$ cat src/hdl/assert_macros.svh
// ----------------------------------------------------------------------------
// assert_macros.svh
// shared concurrent assertion shorthands, clocked and reset-qualified
// ----------------------------------------------------------------------------
`ifndef ASSERT_MACROS_SVH
`define ASSERT_MACROS_SVH

// condition holds at every rising clock edge outside reset
`define ASSERT_ALWAYS(lbl, clk, rst_n, cond) \
	lbl: assert property (@(posedge clk) disable iff (!rst_n) (cond)) \
		else $error("assertion failed");

// consequent holds in the same cycle as the antecedent
`define ASSERT_IMPLIES(lbl, clk, rst_n, ante, cons) \
	lbl: assert property (@(posedge clk) disable iff (!rst_n) (ante) |-> (cons)) \
		else $error("assertion failed");

// consequent holds in the cycle after the antecedent
`define ASSERT_NEXT(lbl, clk, rst_n, ante, cons) \
	lbl: assert property (@(posedge clk) disable iff (!rst_n) (ante) |=> (cons)) \
		else $error("assertion failed");

`endif

$ cat src/hdl/fbs_pkg.sv
// ----------------------------------------------------------------------------
// fbs_pkg
// shared types and constants of the blink sequencer
// ----------------------------------------------------------------------------
`default_nettype none

package fbs_pkg;

	// field widths
	localparam int unsigned SLEEP_W  = 4;
	localparam int unsigned FAST_W   = 4;
	localparam int unsigned STEADY_W = 16;
	localparam int unsigned LOOP_W   = 16;
	localparam int unsigned BOUND_W  = 4;
	localparam int unsigned WIDEN_W  = 6;
	localparam int unsigned GEN_W    = 8;
	localparam int unsigned TRY_W    = 8;

	// configuration register indexes (byte address bit 2)
	localparam logic REG_FAST   = 1'b0;
	localparam logic REG_STEADY = 1'b1;

	// configuration reset values
	localparam logic [FAST_W-1:0]   FAST_RESET   = 4'd4;
	localparam logic [STEADY_W-1:0] STEADY_RESET = 16'd450;

	// random generator seed
	localparam logic [GEN_W-1:0] GEN_STEP_SEED = 8'hCA;
	localparam logic [GEN_W-1:0] GEN_MIX_SEED  = 8'hFE;
	localparam logic [GEN_W-1:0] GEN_SUM_SEED  = 8'hBA;
	localparam logic [GEN_W-1:0] GEN_OUT_SEED  = 8'hBE;

	// sequencer phases
	typedef enum logic [2:0] {
		PH_DAY,
		PH_FAST,
		PH_RANDX,
		PH_INTERVAL,
		PH_STEADY,
		PH_REST
	} phase_t;

	// controller to datapath commands
	typedef struct packed {
		logic start;   // evaluate the accepted request
		logic draw;    // run one generator try if a draw is pending
		logic load;    // move the finished result into the output register
	} dp_cmd_t;

	// datapath to controller status
	typedef struct packed {
		logic done;    // result complete, no draw pending
	} dp_status_t;

endpackage

`default_nettype wire

$ cat src/hdl/fbs_ctrl.sv
// ----------------------------------------------------------------------------
// fbs_ctrl
// request sequencing: accept, run pending draws, hand over to output register
// ----------------------------------------------------------------------------
`default_nettype none

`include "assert_macros.svh"

module fbs_ctrl
	import fbs_pkg::*;
(
	input  wire logic       clk,
	input  wire logic       arst_n,
	input  wire logic       in_valid,
	output logic            in_ready,
	output logic            out_valid,
	input  wire logic       out_ready,
	output dp_cmd_t         cmd,
	input  wire dp_status_t status
);

	typedef enum logic {
		S_IDLE,
		S_RUN
	} state_t;

	state_t state_q;
	logic   out_valid_q;
	logic   accept;
	logic   slot_free;

	// handshake decode
	assign in_ready  = (state_q == S_IDLE);
	assign accept    = in_valid && in_ready;
	assign slot_free = !out_valid_q || out_ready;
	assign out_valid = out_valid_q;

	// command decode
	always_comb begin
		cmd.start = accept;
		cmd.draw  = (state_q == S_RUN);
		cmd.load  = (state_q == S_RUN) && status.done && slot_free;
	end

	// state and output valid
	always_ff @(posedge clk or negedge arst_n) begin
		if (!arst_n) begin
			state_q     <= S_IDLE;
			out_valid_q <= 1'b0;
		end else begin
			unique case (state_q)
				S_IDLE: begin
					if (accept) begin
						state_q <= S_RUN;
					end
				end
				S_RUN: begin
					if (cmd.load) begin
						state_q <= S_IDLE;
					end
				end
			endcase
			if (cmd.load) begin
				out_valid_q <= 1'b1;
			end else if (out_ready) begin
				out_valid_q <= 1'b0;
			end
		end
	end

	// checks
	`ASSERT_IMPLIES(a_load_when_done, clk, arst_n, cmd.load, status.done)
	`ASSERT_NEXT(a_accept_runs, clk, arst_n, accept, state_q == S_RUN && !in_ready)
	`ASSERT_NEXT(a_load_shows, clk, arst_n, cmd.load, out_valid_q)
	`ASSERT_IMPLIES(a_no_start_busy, clk, arst_n, cmd.start, !cmd.draw && !cmd.load)

endmodule

`default_nettype wire

$ cat config.mk
export PLATFORM = sky130hd
export DESIGN_NAME = fbs_ctrl
export DESIGN_NICKNAME = d
export VERILOG_FILES = /design/src/hdl/fbs_pkg.sv /design/src/hdl/fbs_ctrl.sv
export VERILOG_INCLUDE_DIRS = /design/src /design/src/hdl
export SDC_FILE = /design/constraint.sdc
export NUM_CORES = 1
export LEC_CHECK = 0
export BUFFER_PORTS_ARGS = -buffer_cell sky130_fd_sc_hd__clkbuf_2
export CAP_MARGIN = 20
export CORE_AREA = 5 5 42 44
export DETAILED_ROUTE_END_ITERATION = 16
export DIE_AREA = 0 0 47 49
export PLACE_DENSITY = 0.3
export REMOVE_ABC_BUFFERS = 1
export SLEW_MARGIN = 20
export SYNTH_ARGS = -nofsm -noshare
export SYNTH_HDL_FRONTEND = slang
export SYNTH_SLANG_ARGS = --single-unit
export TNS_END_PERCENT = 50
$ cat constraint.sdc
create_clock -name clk -period 1 [get_ports clk]
set_clock_uncertainty 0.15 [all_clocks]
set_input_delay 0.2 -clock clk [delete_from_list [all_inputs] [get_ports clk]]
set_output_delay 0.2 -clock clk [all_outputs]
set_load 0.03 [all_outputs]
-- Word-level counts from Yosys, hierarchy flattened
Index checks and enable logic that the tools add are counted.
- register bits after elaboration: 2
- output and inout bits: 5
- logic and storage cells: 14
- muxes and demuxes: 5
- bitwise operators: 1
- reductions and logical operators: 6
- operators with widths (operator ; number):
    $mux W1 ; 4
    $logic_and A1 B1 Y1 ; 3
    $pmux W1 S2 ; 1
    $reduce_bool A2 Y1 ; 1
    $logic_not A1 Y1 ; 1
    $logic_or A1 B1 Y1 ; 1
    $not A1 Y1 ; 1

-- Depth between registers and ports, before layout
- depth in word-level cells: 5
- depth in mapped cells: 2
- depth with buffers taken out: 2

-- Worst setup path after synthesis
No wires, ideal clock.
- path kind: flip-flop to output port
- start: reg out_valid_q (netlist: out_valid)
- end: out cmd[0] (netlist bit)
- data arrival time: 1.083 ns
- data required time: 0.650 ns
- setup slack: -0.433 ns
- cell stages (with the launch flop): 3
- buffers on the path: 0
- cell sequence: dfrtp_1 -> nand2b_4 -> nor2b_1
- RTL lines (what ; line ; source):
    start: declaration ; fbs_ctrl.sv:28 ; logic out_valid_q;
    start signal: assignment ; fbs_ctrl.sv:49 ; out_valid_q <= 1'b0;
    start signal: assignment ; fbs_ctrl.sv:64 ; out_valid_q <= 1'b1;
    start signal: assignment ; fbs_ctrl.sv:66 ; out_valid_q <= 1'b0;
    end: declaration ; fbs_ctrl.sv:18 ; output dp_cmd_t cmd,

==> reports/results.txt <==
status -> finished with violations
failing checks -> negative setup slack
Min Clock Period, post-route -> 1.346 ns
Placer Congestion -> 0.7255
Die X -> 47 µm
DRT iter0 DRCs -> 0
synthesized area -> 115.1 µm²
Compound-Gate Fraction of Synth Area -> 0.05435
LEAKAGE -> 0.1477 nW
WP data required -> 0.65 ns
HPWL after DPL -> 295.9 µm
post-synthesis simple-gate area fraction -> 0.3478
io pins -> 10
f_max -> 743.0 MHz
Setup violations, final -> 5
clk slew on worst S/H paths -> 0.03 ns
CP cell instances -> and2b_2 -> buf_8
NumNets Final -> 34
cell accounting for the most synthesized area -> dfrtp_1
RSZ-0062 raised after global routing -> yes
Placed Cells -> 36
Distinct cells, synth -> 9
first-pass GRT wire length -> 634 µm
Bufs and invs on worst path -> 1
mux cell area share after synthesis -> 0
CTS tree -> built
non-filler instance count after layout -> 43
top-area cell type share of the netlist area -> 0.4348
Synth Register Bits -> 2
Crit path max-delay family -> flip-flops
Rows -> 14
largest net degree at the start of global routing -> 5
setup tns final -> -1.451 ns
Die ar. -> 2303 µm²
setup ws final -> -0.3458 ns
crit path DAT -> 1.00 ns
Ant. Diodes -> 0
GR Util All Layers -> 0.05000
Startpoint Class -> flip-flop
Max Cap Viol -> 0
Slew Limit Fails -> 0
grt ovf -> 0
Power Dens Cells -> 2011 nW/µm²
Seq/Total Area, Yosys -> 0.4348
multi-input logic area -> 56.30 µm²
routed vias -> 144
Worst Max-Slew Pin Slew -> 0.1426 ns
most frequent cells in the layout -> clkbuf_4 (4), clkbuf_2 (4), buf_4 (4)
slowest cell on the critical path -> dfrtp_1
critical path endpoint category -> output pin
layout cells sized above 1 -> 0.7778
CTS Sinks -> 2
Reg area -> 50.05 µm²
Critical Path Max Stage Delay -> 0.39 ns
DRC viols -> 0
Root Buffer -> clkbuf_4
Ys Warns -> 0
Pwr Total -> 0.5610 mW
crit-path max FO -> 4
largest family of logic cells by synthesized area -> simple AND/OR/NAND/NOR gates
HP Class -> in -> reg
vias in the first global route -> 159
Avg Cell Area, Syn -> 9.593 µm²
Antenna Nets Post-Route -> 0
adder and majority gate portion of the synthesized area -> 0
H-tree Lvls -> 1
Routed WL per cell -> 10.16 µm
core area -> 1401 µm²
Num CTS Buffers -> 3
buffers added on ports -> 9
initial antenna violation count -> 0
clk_lat worst skew -> 0.23 ns
slew margin rel. -> 0.9045
Area Growth Syn to Fin -> 142.4%
drt total wl -> 437 µm
drt first pass iters -> 1
Die Height -> 49 µm
Final Hold Viols -> 0
top cells by area, synth -> dfrtp_1 (43%), buf_4 (13%), nand2b_4 (12%), and2b_2 (7.6%), nand2_1 (6.5%)
FILL cells -> 163
synthesized netlist cell count -> 12
crit share post-route -> 1.346
Post-Synth XOR/XNOR Area -> 0
Clock Path Buffers -> 2
Hold WS -> 0.04491 ns
Via density -> 3.349
critical path type -> reg -> out
peak supply drop -> 0.3298 mV
Initial Util -> 0.08214
-- worst paths after layout --
check	startpoint	endpoint	slack (ns)	cells past startpoint
max in group asynchronous	arst_n	state_q$_DFF_PN0_	0.44	2
worst max register to register	state_q$_DFF_PN0_	state_q$_DFF_PN0_	0.02	3
worst max-delay path	state_q$_DFF_PN0_	cmd[2]	-0.35	2
worst min register to register	state_q$_DFF_PN0_	state_q$_DFF_PN0_	0.50	2
min in group asynchronous	arst_n	out_valid$_DFFE_PN0P_	0.16	2
worst min-delay path	status	state_q$_DFF_PN0_	0.04	2
-- report_power, final --
group / switching (mW) / internal [mW]
logic: 0.126 / 0.137
registers: 0.0175 / 0.0966
clock network: 0.0508 / 0.133
-- registers in the layout, summed over array words and instances (netlist names) --
register and flops:
out_valid 1, state_q 1
-- repair_timing --
action	4_1_cts	5_1_grt
hold buffers	1	0
endpoints found under the setup margin	5	7
resized for setup	10	5
buffers inserted	3	0
endpoints found under the hold margin	2	0
-- layer usage --
layer	up-vias	track usage	wire [µm]
met3	4	0.05166	74
met4	0	0.06912	25
met2	12	0.05430	171
li1	66	-	-
met1	62	0.03956	167
met5	-	0	0
-- cells in the mapped netlist (all sizes together) --
cell type  n
a31oi      1
and2b      1
buf        2
dfrtp      2
inv        1
nand2      2
nand2b     1
nor2       1
nor2b      1
-- cell type report --
class | count | share of cell area
multi-input cells | 7 | 0.2018
well taps | 16 | 0.07175
flip-flops and latches | 2 | 0.1794
clock buffers | 3 | 0.08072
repair buffers | 14 | 0.4529
inverters | 1 | 0.01345
-- worst register-to-register path, delay by kind of cell (launching register included) --
| kind | cells | cell delay, ns |
|---|---|---|
| buffers and inverters | 1 | 0.15 |
| flip-flops | 1 | 0.40 |
| AO/OA/AOI/OAI | 1 | 0.05 |
| AND/OR/NAND/NOR | 1 | 0.10 |
-- logic make-up after synthesis --
group,Yosys count
compound gates,1
buf+inv,3
flops,2
simple gates,6
-- through the flow --
step	setup WS (ns)	utilization	instance area, µm²
4_1_cts	-0.3616	0.1946	272.8
2_1_floorplan	-0.4644	-	100.1
5_1_grt	-0.3822	0.1991	279.0
3_3_place_gp	-0.1725	0.1232	172.7
6_report	-0.3458	0.1991	279.0
3_5_place_dp	-0.1933	0.1232	172.7
(Power assumes the default switching activity.)
