--- src/hdl/assert_macros.svh ---
// ----------------------------------------------------------------------------
// assert_macros.svh
// shared concurrent assertion shorthands, clocked and reset-qualified
// ----------------------------------------------------------------------------
`ifndef ASSERT_MACROS_SVH
`define ASSERT_MACROS_SVH

// condition holds at every rising clock edge outside reset
`define ASSERT_ALWAYS(lbl, clk, rst_n, cond) \
	lbl: assert property (@(posedge clk) disable iff (!rst_n) (cond)) \
		else $error("assertion failed");

// consequent holds in the same cycle as the antecedent
`define ASSERT_IMPLIES(lbl, clk, rst_n, ante, cons) \
	lbl: assert property (@(posedge clk) disable iff (!rst_n) (ante) |-> (cons)) \
		else $error("assertion failed");

// consequent holds in the cycle after the antecedent
`define ASSERT_NEXT(lbl, clk, rst_n, ante, cons) \
	lbl: assert property (@(posedge clk) disable iff (!rst_n) (ante) |=> (cons)) \
		else $error("assertion failed");

`endif

--- src/hdl/fbs_pkg.sv ---
// ----------------------------------------------------------------------------
// fbs_pkg
// shared types and constants of the blink sequencer
// ----------------------------------------------------------------------------
`default_nettype none

package fbs_pkg;

	// field widths
	localparam int unsigned SLEEP_W  = 4;
	localparam int unsigned FAST_W   = 4;
	localparam int unsigned STEADY_W = 16;
	localparam int unsigned LOOP_W   = 16;
	localparam int unsigned BOUND_W  = 4;
	localparam int unsigned WIDEN_W  = 6;
	localparam int unsigned GEN_W    = 8;
	localparam int unsigned TRY_W    = 8;

	// configuration register indexes (byte address bit 2)
	localparam logic REG_FAST   = 1'b0;
	localparam logic REG_STEADY = 1'b1;

	// configuration reset values
	localparam logic [FAST_W-1:0]   FAST_RESET   = 4'd4;
	localparam logic [STEADY_W-1:0] STEADY_RESET = 16'd450;

	// random generator seed
	localparam logic [GEN_W-1:0] GEN_STEP_SEED = 8'hCA;
	localparam logic [GEN_W-1:0] GEN_MIX_SEED  = 8'hFE;
	localparam logic [GEN_W-1:0] GEN_SUM_SEED  = 8'hBA;
	localparam logic [GEN_W-1:0] GEN_OUT_SEED  = 8'hBE;

	// sequencer phases
	typedef enum logic [2:0] {
		PH_DAY,
		PH_FAST,
		PH_RANDX,
		PH_INTERVAL,
		PH_STEADY,
		PH_REST
	} phase_t;

	// controller to datapath commands
	typedef struct packed {
		logic start;   // evaluate the accepted request
		logic draw;    // run one generator try if a draw is pending
		logic load;    // move the finished result into the output register
	} dp_cmd_t;

	// datapath to controller status
	typedef struct packed {
		logic done;    // result complete, no draw pending
	} dp_status_t;

endpackage

`default_nettype wire

--- src/hdl/fbs_datapath.sv ---
// ----------------------------------------------------------------------------
// fbs_datapath
// phase state, interval bounds, xabc generator with rejection draw, result
// ----------------------------------------------------------------------------
`default_nettype none

`include "assert_macros.svh"

module fbs_datapath
	import fbs_pkg::*;
#(
	parameter int unsigned MAX_SLEEP_SECONDS = 8
) (
	input  wire logic                clk,
	input  wire logic                arst_n,
	input  wire dp_cmd_t             cmd,
	output dp_status_t               status,
	input  wire logic                night_seen,
	input  wire logic [FAST_W-1:0]   fast_count,
	input  wire logic [STEADY_W-1:0] steady_count,
	output logic                     blink_now,
	output logic [SLEEP_W-1:0]       sleep_seconds,
	output logic                     check_after
);

	localparam logic [SLEEP_W-1:0] MAX_S = SLEEP_W'(MAX_SLEEP_SECONDS);

	typedef enum logic [1:0] {
		M_NONE,
		M_RANDX,
		M_INTERVAL
	} draw_mode_t;

	// sequencer state
	phase_t             phase_q;
	logic [LOOP_W-1:0]  loop_q;
	logic [BOUND_W-1:0] low_q;
	logic [BOUND_W-1:0] high_q;
	logic [WIDEN_W-1:0] widen_q;
	logic [GEN_W-1:0]   gen_step_q;
	logic [GEN_W-1:0]   gen_mix_q;
	logic [GEN_W-1:0]   gen_sum_q;
	logic [GEN_W-1:0]   gen_out_q;
	draw_mode_t         mode_q;
	logic [TRY_W-1:0]   tries_q;

	// pending result and draw operands
	logic               res_blink_q;
	logic [SLEEP_W-1:0] res_sleep_q;
	logic               res_check_q;
	logic [BOUND_W-1:0] draw_n_q;
	logic [BOUND_W-1:0] draw_base_q;

	// output register
	logic               out_blink_q;
	logic [SLEEP_W-1:0] out_sleep_q;
	logic               out_check_q;

	// next-state values for an accepted request
	phase_t             nx_phase;
	logic [LOOP_W-1:0]  nx_loop;
	logic [BOUND_W-1:0] nx_low;
	logic [BOUND_W-1:0] nx_high;
	logic [WIDEN_W-1:0] nx_widen;
	logic               nx_blink;
	logic [SLEEP_W-1:0] nx_sleep;
	logic               nx_check;
	draw_mode_t         nx_mode;
	logic [BOUND_W-1:0] nx_n;
	logic [BOUND_W-1:0] nx_base;

	logic [LOOP_W-1:0]  lc_inc;
	logic [WIDEN_W-1:0] w_inc;
	logic [BOUND_W-1:0] h_inc;
	logic [BOUND_W-1:0] l_inc;
	logic [LOOP_W-1:0]  fast_ext;
	logic               fast_done;

	// generator try
	logic [GEN_W-1:0]   g_step;
	logic [GEN_W-1:0]   g_mix;
	logic [GEN_W-1:0]   g_sum;
	logic [GEN_W-1:0]   g_out;
	logic [2:0]         mask;
	logic [2:0]         v;
	logic               hit;
	logic               exhausted;
	logic [2:0]         pick;
	logic [SLEEP_W-1:0] fin_sleep;
	logic               try_en;

	// counter and bound increments
	assign lc_inc    = loop_q + LOOP_W'(1);
	assign w_inc     = widen_q + WIDEN_W'(1);
	assign h_inc     = (w_inc[1:0] == 2'd0 && high_q < MAX_S) ? high_q + BOUND_W'(1) : high_q;
	assign l_inc     = (w_inc[2:0] == 3'd0) ? low_q + BOUND_W'(1) : low_q;
	assign fast_ext  = LOOP_W'(fast_count);
	assign fast_done = (lc_inc >= fast_ext);

	// phase transition for one request
	always_comb begin
		nx_phase = phase_q;
		nx_loop  = loop_q;
		nx_low   = low_q;
		nx_high  = high_q;
		nx_widen = widen_q;
		nx_blink = 1'b0;
		nx_sleep = MAX_S;
		nx_check = 1'b1;
		nx_mode  = M_NONE;
		nx_n     = BOUND_W'(2);
		nx_base  = BOUND_W'(1);
		unique case (phase_q)
			PH_FAST: begin
				nx_blink = 1'b1;
				if (fast_done) begin
					if (fast_count == '0) begin
						nx_phase = PH_INTERVAL;
						nx_low   = BOUND_W'(1);
						nx_high  = BOUND_W'(2);
						nx_widen = '0;
						nx_mode  = M_INTERVAL;
					end else begin
						nx_phase = PH_RANDX;
						nx_loop  = '0;
						nx_mode  = M_RANDX;
						nx_n     = BOUND_W'(8);
					end
				end else begin
					nx_loop  = lc_inc;
					nx_sleep = SLEEP_W'(1);
					nx_check = 1'b0;
				end
			end
			PH_RANDX: begin
				if (!night_seen) begin
					nx_phase = PH_DAY;
				end else begin
					nx_blink = 1'b1;
					if (fast_done) begin
						nx_phase = PH_INTERVAL;
						nx_low   = BOUND_W'(1);
						nx_high  = BOUND_W'(2);
						nx_widen = '0;
						nx_mode  = M_INTERVAL;
					end else begin
						nx_loop = lc_inc;
						nx_mode = M_RANDX;
						nx_n    = BOUND_W'(8);
					end
				end
			end
			PH_INTERVAL: begin
				if (!night_seen) begin
					nx_phase = PH_DAY;
				end else begin
					nx_blink = 1'b1;
					nx_widen = w_inc;
					nx_high  = h_inc;
					nx_low   = l_inc;
					if (l_inc < MAX_S) begin
						nx_mode = M_INTERVAL;
						nx_n    = h_inc - l_inc + BOUND_W'(1);
						nx_base = l_inc;
					end else begin
						nx_loop  = '0;
						nx_phase = (steady_count == '0) ? PH_REST : PH_STEADY;
					end
				end
			end
			PH_STEADY: begin
				if (!night_seen) begin
					nx_phase = PH_DAY;
				end else begin
					nx_blink = 1'b1;
					nx_loop  = lc_inc;
					if (lc_inc >= steady_count) begin
						nx_phase = PH_REST;
					end
				end
			end
			PH_REST: begin
				if (!night_seen) begin
					nx_phase = PH_DAY;
				end
			end
			default: begin
				// day wait, and any code without meaning
				if (!night_seen) begin
					nx_phase = PH_DAY;
				end else if (fast_count == '0) begin
					nx_phase = PH_INTERVAL;
					nx_low   = BOUND_W'(1);
					nx_high  = BOUND_W'(2);
					nx_widen = '0;
					nx_mode  = M_INTERVAL;
				end else begin
					nx_phase = PH_FAST;
					nx_loop  = '0;
					nx_sleep = SLEEP_W'(1);
					nx_check = 1'b0;
				end
			end
		endcase
	end

	// one xabc step and rejection test
	assign g_step = gen_step_q + GEN_W'(1);
	assign g_mix  = gen_mix_q ^ gen_out_q ^ g_step;
	assign g_sum  = gen_sum_q + g_mix;
	assign g_out  = gen_out_q + ({1'b0, g_sum[GEN_W-1:1]} ^ g_mix);

	always_comb begin
		if (draw_n_q <= BOUND_W'(2)) begin
			mask = 3'b001;
		end else if (draw_n_q <= BOUND_W'(4)) begin
			mask = 3'b011;
		end else begin
			mask = 3'b111;
		end
	end

	assign v         = g_out[2:0] & mask;
	assign hit       = (BOUND_W'(v) < draw_n_q);
	assign exhausted = (tries_q == '1);
	assign pick      = hit ? v : 3'd0;
	assign try_en    = cmd.draw && (mode_q != M_NONE);

	// sleep length from the drawn value
	always_comb begin
		if (mode_q == M_RANDX) begin
			fin_sleep = (LOOP_W'(pick) <= loop_q) ? SLEEP_W'(2) : SLEEP_W'(1);
		end else begin
			fin_sleep = draw_base_q + SLEEP_W'(pick);
		end
	end

	assign status.done = (mode_q == M_NONE);

	// sequencer and generator state
	always_ff @(posedge clk or negedge arst_n) begin
		if (!arst_n) begin
			phase_q    <= PH_DAY;
			loop_q     <= '0;
			low_q      <= BOUND_W'(1);
			high_q     <= BOUND_W'(2);
			widen_q    <= '0;
			gen_step_q <= GEN_STEP_SEED;
			gen_mix_q  <= GEN_MIX_SEED;
			gen_sum_q  <= GEN_SUM_SEED;
			gen_out_q  <= GEN_OUT_SEED;
			mode_q     <= M_NONE;
			tries_q    <= '0;
		end else begin
			if (cmd.start) begin
				phase_q <= nx_phase;
				loop_q  <= nx_loop;
				low_q   <= nx_low;
				high_q  <= nx_high;
				widen_q <= nx_widen;
				mode_q  <= nx_mode;
				tries_q <= '0;
			end else if (try_en) begin
				gen_step_q <= g_step;
				gen_mix_q  <= g_mix;
				gen_sum_q  <= g_sum;
				gen_out_q  <= g_out;
				if (hit || exhausted) begin
					mode_q <= M_NONE;
				end else begin
					tries_q <= tries_q + TRY_W'(1);
				end
			end
		end
	end

	// result and output payload
	always_ff @(posedge clk) begin
		if (cmd.start) begin
			res_blink_q <= nx_blink;
			res_sleep_q <= nx_sleep;
			res_check_q <= nx_check;
			draw_n_q    <= nx_n;
			draw_base_q <= nx_base;
		end else if (try_en && (hit || exhausted)) begin
			res_sleep_q <= fin_sleep;
		end
		if (cmd.load) begin
			out_blink_q <= res_blink_q;
			out_sleep_q <= res_sleep_q;
			out_check_q <= res_check_q;
		end
	end

	assign blink_now     = out_blink_q;
	assign sleep_seconds = out_sleep_q;
	assign check_after   = out_check_q;

	// checks
	`ASSERT_IMPLIES(a_draw_checks, clk, arst_n, mode_q != M_NONE, res_check_q && draw_n_q != '0)
	`ASSERT_NEXT(a_try_ends, clk, arst_n, try_en && exhausted, mode_q == M_NONE)
	`ASSERT_IMPLIES(a_sleep_range, clk, arst_n, cmd.load, res_sleep_q != '0 && res_sleep_q <= MAX_S)

endmodule

`default_nettype wire

--- config.mk ---
export PLATFORM = sky130hd
export DESIGN_NAME = fbs_datapath
export DESIGN_NICKNAME = d
export VERILOG_FILES = /design/src/hdl/fbs_pkg.sv /design/src/hdl/fbs_datapath.sv
export VERILOG_INCLUDE_DIRS = /design/src /design/src/hdl
export SDC_FILE = /design/constraint.sdc
export NUM_CORES = 1
export LEC_CHECK = 0
export BUFFER_PORTS_ARGS = -buffer_cell sky130_fd_sc_hd__buf_2
export CAP_MARGIN = 30
export CORE_MARGIN = 2
export CORE_UTILIZATION = 33
export DETAILED_ROUTE_END_ITERATION = 8
export MAX_ROUTING_LAYER = met4
export PLACE_DENSITY = 0.51
export SLEW_MARGIN = 5
export SYNTH_ARGS = -nofsm -noshare
export SYNTH_HDL_FRONTEND = slang
export SYNTH_SLANG_ARGS = --single-unit
--- constraint.sdc ---
create_clock -name clk -period 9.15 [get_ports clk]
set_input_delay 0.4575 -clock clk [delete_from_list [all_inputs] [get_ports clk]]
set_output_delay 0.4575 -clock clk [all_outputs]
set_load 0.05 [all_outputs]
======== Yosys cells after proc, flatten, opt, wreduce, memory -nomap -nowiden ========
Index checks and enable logic that the tools add are counted.
storage, ports and cells
  flip-flop bits (word level) ............. 95
  input bits .............................. 26
  output and inout bits ................... 7
  logic and storage cells ................. 172
cells by class
  add/subtract/negate cells ............... 11
  order comparisons ....................... 8
  equal/unequal tests ..................... 19
  multiplexer cells ....................... 84
  bitwise operators ....................... 7
  reductions and logical operators ........ 24
operators by type and width
  operator                                                         number
  16-bit two-way mux                                               8
  4-bit two-way mux                                                26
  16-bit one-hot mux with 5 select lines                           1
  6-bit two-way mux                                                6
  3-bit two-way mux                                                11
  4-bit one-hot mux with 4 select lines                            2
  2-bit two-way mux                                                14
  8-bit two-way mux                                                3
  6-bit one-hot mux with 4 select lines                            1
  2-bit inequality test, second input constant                     9
  16-bit by 1-bit adder with 16-bit output, second input constant  1
  8-bit by 1-bit adder with 8-bit output, second input constant    2
  8-bit adder                                                      2
  16-bit >= comparator                                             1
  16-bit by 4-bit >= comparator with 1-bit output                  1
  3-bit by 16-bit <= comparator with 1-bit output                  1
  16-bit logical NOT                                               1
  8-bit bitwise XOR                                                2
  3-bit one-hot mux with 5 select lines                            1
  4-bit by 1-bit adder with 4-bit output, second input constant    3
  4-bit one-hot mux with 3 select lines                            1
  2-bit nonzero test                                               5
  3-bit inequality test, second input constant                     3
  8-bit == test, second input constant                             1
  31 further kinds                                                 47

======== Longest topological paths before layout ========
Gate-level depths: netlist of run 1.
  depth in word-level cells ............... 13
  depth in mapped cells ................... 22
  mapped depth without buffers ............ 22

======== Worst setup path after synthesis of run 1 ========
Ideal clock, no wire load.
  path type ............................... register to register
  start point ............................. register gen_step_q[1]
  end point ............................... register res_sleep_q[0], data pin
  library setup time ...................... 0.275 ns
  data arrival time ....................... 4.323 ns
  required time ........................... 8.875 ns
  path slack .............................. 4.552 ns
  cell stages (with the launch flop) ...... 21
  buffers on the path ..................... 0
  period minus slack after synthesis ...... 4.598 ns
  path through ............................ dfstp_2 ha_1 xnor2_1 fa_1 xnor2_1 ha_1 inv_1 fa_1 xnor2_1 o21a_1 ha_1 a21oi_1 or2_2 nand2_1 inv_1 ha_1 a21o_1 a21oi_1 a311oi_1 nor4_1 a211oi_1
on the way
  word-level cells in the longest chain between the ends .. 13
  elaborated cells between the ends (all ways) .. 14
  classes of those cells .................. add/sub: 4; order compare: 2; mux: 5; bitwise: 3
ends and longest elaborated chain
  item                                                   RTL line             source
  start: declaration                                     fbs_datapath.sv:40   logic [GEN_W-1:0] gen_step_q;
  start signal: assignment                               fbs_datapath.sv:264  gen_step_q <= g_step;
  8-bit by 1-bit adder with 8-bit output *               fbs_datapath.sv:208  assign g_step = gen_step_q + GEN_W'(1);
  named net g_step[1]                                    fbs_datapath.sv:80   logic [GEN_W-1:0] g_step;
  8-bit bitwise XOR *                                    fbs_datapath.sv:209  assign g_mix = gen_mix_q ^ gen_out_q ^ g_step;
  8-bit adder                                            fbs_datapath.sv:210  assign g_sum = gen_sum_q + g_mix;
  7-bit by 8-bit bitwise XOR with 8-bit output *         fbs_datapath.sv:211  assign g_out = gen_out_q + ({1'b0, g_sum[GEN_W-1:1]} ^ g_mix);
  8-bit adder *                                          fbs_datapath.sv:211
  3-bit AND *                                            fbs_datapath.sv:223  assign v = g_out[2:0] & mask;
  3-bit by 4-bit less-than comparator with 1-bit output  fbs_datapath.sv:224  assign hit = (BOUND_W'(v) < draw_n_q);
  3-bit two-way mux *                                    fbs_datapath.sv:226  assign pick = hit ? v : 3'd0;
  3-bit by 16-bit <= comparator with 1-bit output        fbs_datapath.sv:232  fin_sleep = (LOOP_W'(pick) <= loop_q) ? SLEEP_W'(2) : SLEEP_W'(1);
  2-bit two-way mux                                      fbs_datapath.sv:232
  4-bit two-way mux *                                    fbs_datapath.sv:231  if (mode_q == M_RANDX) begin
  4-bit two-way mux *                                    fbs_datapath.sv:285  end else if (try_en && (hit || exhausted)) begin
  4-bit two-way mux *                                    fbs_datapath.sv:279  if (cmd.start) begin
  end signal: assignment                                 fbs_datapath.sv:281  res_sleep_q <= nx_sleep;
  end signal: assignment                                 fbs_datapath.sv:286  res_sleep_q <= fin_sleep;
  end: declaration                                       fbs_datapath.sv:49   logic [SLEEP_W-1:0] res_sleep_q;
The timed path passes the listed nets; every way through them passes the cells marked *. The select of a mux whose other input is x is not followed.
A chain may end at the register's enable or synchronous reset.

======== Final worst setup path of run 1 ========
Ends and elaborated chain as after synthesis.

==> impl_results.md, run 1 <==
- Die width: about 140 um
- Synth Instances: 707
- Status: finished, final reports clean
- Worst endpoint required time: 9.20 ns
- Share of layout cells above drive strength 1: 13.3%
- Bufs on Longest Clock Path: 2
- Initial Util: 33.6%
- Area delta synth->final: 11.5%
- Hold Violations, Final: 0
- WL final: 15000 um
- Worst skew pair latency: 0.34 ns
- Startpoint type of the worst setup path: register
- DRT iter0 DRCs: 462
- Total Routing Usage GR: ~16%
- Layer with the highest usage: met2
- Core Region: 19400 sq um
- Root buffer cell: clkbuf_16
- First-pass GRT wire length: ~25000 um
- Syn avg cell area: a little over 9 sq um
- Met3 Resource Use GR: under 10%
- Critical path type: register to register
- Port Buffers: 32
- GR Layer Usage met1: between 20% and 30%
- Met2 GRT Util: 23.9%
- Top FF cell, synth: dfrtp_1
- Post-CTS Resized: 0
- Seq/Total Area, Yosys: 37.3%
- H-tree depth: 3
- Post-route clock period utilization: 56.2%
- Average wire per standard cell: 14.9 um
- Slew HR: 47.0%
- Final #Nets: 816
- Asr flop ratio synth: about 78%
- Top-area cell type share of the netlist area: 18.4%
- Top-count cell post-synth: nand2_1
- Initial antenna violation count: 0
- Fmax: 194 MHz
- YS warnings: 0
- Drt drc: 0
- Number of global-route vias before repair: 5064
- Post-CTS Setup Inserts: 0
- Grt total ovfl: 0
- Clk sinks: 92
- Rows: between 50 and 60
- Slew at the pin closest to its max-slew limit: 0.796 ns
- CTS tree: yes
- Final TNS setup: 0 ns
- Final ANT Viol Nets: 0
- Synth area leaders: dfrtp_1, ha_1, dfstp_2
- Distinct cell type count after synthesis: between 70 and 80
- Commonest cells post-synth: nand2_1, inv_1, nor2_1
- Count of hold buffers inserted by post-cts repair: 0
- Path type of the worst min-delay path: input pin to async pin
- Count of pins over their slew limit: 0
- Max-cap viol count: 0
- Worst Path Max Fanout: 4
- CP Capture Type: register
- Synthesized area: 6520 sq um
- Post-DR vias/cell: 5.07
- Clock skew: 0.0121 ns
- Post-synthesis net count: 791
- Post-DP HPWL: roughly 11000 um
- Crit path DAT: 5.20 ns
- FF+latch count, synth: 92
- Antenna fix cells: 0
- Largest net degree at the start of global routing: 73
- CTS clk-pin slew, worst paths: ~0.070 ns
- Ports: 33
- Gpl congestion: 0.812
- Die height: approximately 140 um
- Post-route minimum period: 5.15 ns
- Die area: 20900 sq um
- Vias: 5085
- Final setup viols: 0
- 1st-pass router iterations: 5
- RSZ-0062 raised after global routing: false
- Largest area contributor in the netlist: dfrtp_1
- EDFF count, synth: 20
- CTS buffer count: 9
-- critical path: stages (launching register included) --
cell and delay, ns:
dfstp_2 0.54, ha_1 0.25, xnor2_1 0.41, fa_1 0.53, xnor2_1 0.21, ha_1 0.20
inv_1 0.05, fa_1 0.46, nor2_1 0.16, ha_1 0.25, a21o_1 0.16, a21oi_1 0.20
or2_2 0.17, nand2_1 0.09, inv_1 0.11, ha_1 0.25, a21o_1 0.18, a21oi_1 0.15
a311oi_1 0.07, nor4_1 0.31, a211oi_1 0.09
-- metrics by stage --
step	hold WS [ns]	std cells	utilization (%)	setup WS, ns	instance area, sq um
CTS	0.397	1001	37.3	4.00	7240
floorplan	0.162	707	-	4.55	6520
detailed placement	0.415	985	35.7	4.03	6930
global route	0.0293	1002	37.5	3.72	7270
global placement	0.410	985	35.7	4.25	6930
finish	0.0272	1002	37.5	4.00	7270
-- state kept, by name, summed over array words and instances (netlist names), 8 cells and up --
register / cells
gen_out_q: 8
gen_step_q: 8
gen_sum_q: 8
gen_mix_q: 8
tries_q: 8
loop_q: 16
-- layout by cell type (no fill, tap or decap), types with 12 or more instances in the layout --
cell,count
nand2_1,90
inv_1,57
nor2_1,57
ha_1,54
dfrtp_1,48
xnor2_1,46
xor2_1,32
a21oi_1,32
buf_2,32
o21ai_0,26
dfstp_2,24
nand3_1,22
edfxtp_1,20
a21o_1,14
clkbuf_16,12
-- cells by family after synthesis --
family / Yosys count / synth area share [%]
adders and majority gates: 58 / 11.6
and+or+nand+nor: 241 / 18.3
DFF: 92 / 37.3
muxes: 10 / 1.57
xor gates and xnor gates: 78 / 10.5
other: 1 / 0.0575
AOI/OAI and AO/OA: 147 / 15.6
buffers and inverters: 80 / 5.03
-- path summary, 6_finish.rpt --
path / start / endpoint / slack (ns) / cells after the start
worst max-delay path: gen_step_q[1]$_DFFE_PN1P_ / res_sleep_q[0]$_DFFE_PP_ / 4.00 / 20
worst min register to register: res_sleep_q[3]$_DFFE_PP_ / sleep_seconds[3]$_DFFE_PP_ / 0.43 / 0
worst max register to register: gen_step_q[1]$_DFFE_PN1P_ / res_sleep_q[0]$_DFFE_PP_ / 4.00 / 20
max in group asynchronous: arst_n / gen_mix_q[1]$_DFFE_PN1P_ / 8.49 / 3
worst min-delay path: arst_n / loop_q[6]$_DFFE_PN0P_ / 0.03 / 2
min in group clk: cmd[0] / check_after$_DFFE_PP_ / 0.42 / 1
-- layout make-up --
class | instances | area, sq um
Fill cell | 1994 | 12100
Sequential cell | 92 | 2430
Inverter | 57 | 214
Clock buffer | 16 | 315
Tap cell | 265 | 332
Multi-Input combinational cell | 535 | 3760
Timing Repair Buffer | 37 | 218
-- metal layers --
| metal | wire (um) | vias to the layer above |
|---|---|---|
| met5 | 0 | - |
| met4 | 227 | 0 |
| met3 | 628 | 13 |
| met2 | 6730 | 121 |
| met1 | 7370 | 2413 |
| li1 | - | 2538 |
Power of run 1 is left out: the tool's default activity adds up to more than one toggle a clock period on the data nets, which glitch-free logic cannot reach.
==> inputs of run 2 (changes only) <==
ABC_AREA = 1   (was unset)
PLACE_DENSITY = 0.53   (was 0.51)
clock period = 4.7 ns   (was 9.15 ns; I/O delays follow)
==> impl_results.md, run 2 <==
- Status: finished, violations left
- Failing checks: negative setup slack
- YS warnings: 0 (unchanged)
- Worst hold start: cmd[0]
- Core Region: 20400 sq um (+5.0%)
- Antenna fix cells: 0 (unchanged)
- CTS tree: yes
- Max-cap viol count: 0 (unchanged)
- Vias: 6109 (+20%)
- WL final: 16800 um (+12%)
- Port Buffers: 32 (unchanged)
- Top-area cell type share of the netlist area: 17.4% (-1.0 points)
- WHS Endpoint: check_after$_DFFE_PP_
- Worst r2r src: gen_step_q[1]$_DFFE_PN1P_
- Synthesized area: 6900 sq um (+5.8%)
- Total Routing Usage GR: 16.6% (+0.82 points)
- H-tree depth: 3 (unchanged)
- R2R depth: 26 (+30%)
- Top reg by flops: loop_q
- Final setup viols: 1 (+1)
- Flop-to-flop setup slack: -0.03 ns (-4.04 ns)
- Die area: 22100 sq um (+5.7%)
- Slew at the pin closest to its max-slew limit: 0.821 ns (+0.0251 ns)
- Final #Nets: 1098 (+35%)
- Gpl congestion: 0.869 (+6.9%)
- Slowest cell on crit path: fa_2
- Hold Violations, Final: 0 (unchanged)
- Area delta synth->final: 18.1%
- Most frequent CP cell: inv_2
- Most frequent cells in the layout: nand2_1, inv_1, nor2_1, o21ai_0, nand3_1
- CP Capture Type: register
- Grt total ovfl: 0 (unchanged)
- Syn avg cell area: 7.29 sq um (-21%)
- Post-synthesis net count: 1030 (+30%)
- Die height: 149 um (+2.8%)
- Bufs on Longest Clock Path: 2 (unchanged)
- Most common cell after layout, fill and taps aside: nand2_1
- EDFF count, synth: 20 (unchanged)
- Worst endpoint required time: 4.79 ns (-4.41 ns)
- Worst R2R End: res_sleep_q[3]$_DFFE_PP_
- FF+latch count, synth: 92 (unchanged)
- Rows: 52 (+2.0%)
- Initial antenna violation count: 0 (unchanged)
- Post-route clock period utilization: 101% (+44 points)
- CP Buf/Inv Count: 7 (+5)
- DRT iter0 DRCs: 290 (-37%)
- Largest area contributor in the netlist: dfrtp_1
- CTS clk-pin slew, worst paths: 0.08 ns (about the same)
- Worst skew pair latency: 0.36 ns (+0.02 ns)
- CP top delay family: adder cells
- Drt drc: 0 (unchanged)
- Final ANT Viol Nets: 0 (unchanged)
- Average wire per standard cell: 13.0 um (-13%)
- First-pass GRT wire length: 28700 um (+14%)
- Synth Instances: 946 (+34%)
- Count of pins over their slew limit: 0 (unchanged)
- Placed cell areas: 7540 sq um (+8.9%)
- Clk sinks: 92 (unchanged)
- Crit path DAT: 4.82 ns (-0.38 ns)
- Ports: 33 (unchanged)
- Fmax: 211 MHz (+8.8%)
- Commonest cells post-synth: nand2_1, inv_1, nor2_1
- 1st-pass router iterations: 5 (unchanged)
- Startpoint type of the worst setup path: register
- Number of global-route vias before repair: 5872 (+16%)
- Post-DP HPWL: 12300 um (+9.5%)
- RSZ-0062 raised after global routing: true
- Die width: 149 um (+2.8%)
- Path type of the worst min-delay path: input pin to register
- Clock skew: 0.0165 ns (+0.00446 ns)
- Asr flop ratio synth: 78.3% (unchanged)
- Slowest stage delay, CP: 0.55 ns (about the same)
- Top-count cell post-synth: nand2_1
- Distinct cell type count after synthesis: 46 (-36%)
- Largest net degree at the start of global routing: 45 (-38%)
- Slew HR: 45.1% (-1.9 points)
- Share of layout cells above drive strength 1: 17.2% (+3.9 points)
- # fillers: 2139 (+7.3%)
- Synth area leaders: dfrtp_1, nand2_1, ha_1
- Max reg flops: 16 (unchanged)
- Finished Cell Area: 8150 sq um (+12%)
- Fin worst setup slack: -0.0309 ns (-4.04 ns)
- Initial Util: 33.9% (+0.27 points)
- CTS buffer count: 9 (unchanged)
- Top FF cell, synth: dfrtp_1
- Post-route minimum period: 4.73 ns (-0.415 ns)
- Post-DR vias/cell: 4.74 (-6.6%)
- WHS Path Cells: 1
- Critical path type: register to register
- Worst Path Max Fanout: 3 (-1)
- Seq/Total Area, Yosys: 35.3% (-2.1 points)
- Root buffer cell: clkbuf_16
-- run 2: changes by cell type in the layout (fill, tap and decap cells not counted), sizes merged, moves of 7 or more --
cell    previous run  this run
a22o               7         0
nor4              15         6
nand2             90       276
clkbuf            16         9
mux2i              8         1
a21o              14         2
xnor2             46        18
nor2              58        93
o21ai             30        65
buf               37        76
nand3             24        63
inv               57       139
-- run 2: how the worst max path moves through the flow --
stage / from / end / slack, ns / cells past startpoint
after floorplan: gen_step_q[1]$_DFFE_PN1P_ / res_sleep_q[3]$_DFFE_PP_ / 0.04 / 24
after global placement: gen_step_q[1]$_DFFE_PN1P_ / res_sleep_q[1]$_SDFFCE_PP0P_ / -0.04 / 24
after CTS: gen_out_q[0]$_DFFE_PN0P_ / res_sleep_q[3]$_DFFE_PP_ / -0.005 / 23
after detailed placement: gen_step_q[1]$_DFFE_PN1P_ / res_sleep_q[1]$_SDFFCE_PP0P_ / -0.22 / 26
after global routing: gen_mix_q[0]$_DFFE_PN0P_ / res_sleep_q[3]$_DFFE_PP_ / -0.25 / 26
final: gen_step_q[1]$_DFFE_PN1P_ / res_sleep_q[3]$_DFFE_PP_ / -0.03 / 26
-- run 2: cells by family (layout without fill, tap and decap cells) --
group	after synthesis	in the layout	share of synthesized area, %
flops	92	92	35.3
compound gates	121	121	9.99
other cells	1	1	0.0544
xor+xnor	47	47	5.97
buf+inv	157	230	9.00
mux	1	1	0.145
fa+ha+maj	58	58	11.0
simple gates	469	469	28.6
-- run 2: area by class of cell --
type	count	area [sq um]	share of cell area [%]
sequential	92	2430	29.8
clock inverter	7	80.1	0.983
clock buffer	9	225	2.76
tap	270	338	4.15
multi-input combinational	697	4050	49.7
timing repair buffer	77	507	6.22
inverter	137	514	6.31
-- run 2: per-stage QoR --
step                      util, %  cells  TNS [ns]  setup slack, ns  hold slack, ns
after floorplan                 -    946         0           0.0433         -0.0606
after global placement       37.0   1261    -0.106          -0.0430           0.213
after detailed placement     37.0   1261    -0.582           -0.222           0.209
after CTS                    39.3   1282  -0.00516         -0.00516           0.162
after global routing         40.0   1289    -0.804           -0.252           0.174
final                        40.0   1289   -0.0309          -0.0309           0.168
-- run 2: timing repair --
item                                   CTS  global route
hold buffers                             1             0
gates resized for setup                 25            23
setup endpoints to repair                3            10
endpoints found under the hold margin   19             0
buffers inserted                         4             7
pin swaps                                9            21
-- run 2: layer usage --
layer / vias up / GRT usage, % / part of all wire, %
met5: - / - / 0
met4: 0 / 3.76 / 1.0
met1: 2845 / 22.0 / 49
met2: 65 / 27.3 / 48
met3: 12 / 2.12 / 2.6
li1: 3187 / - / -
Power of run 2 is left out for the same reason.
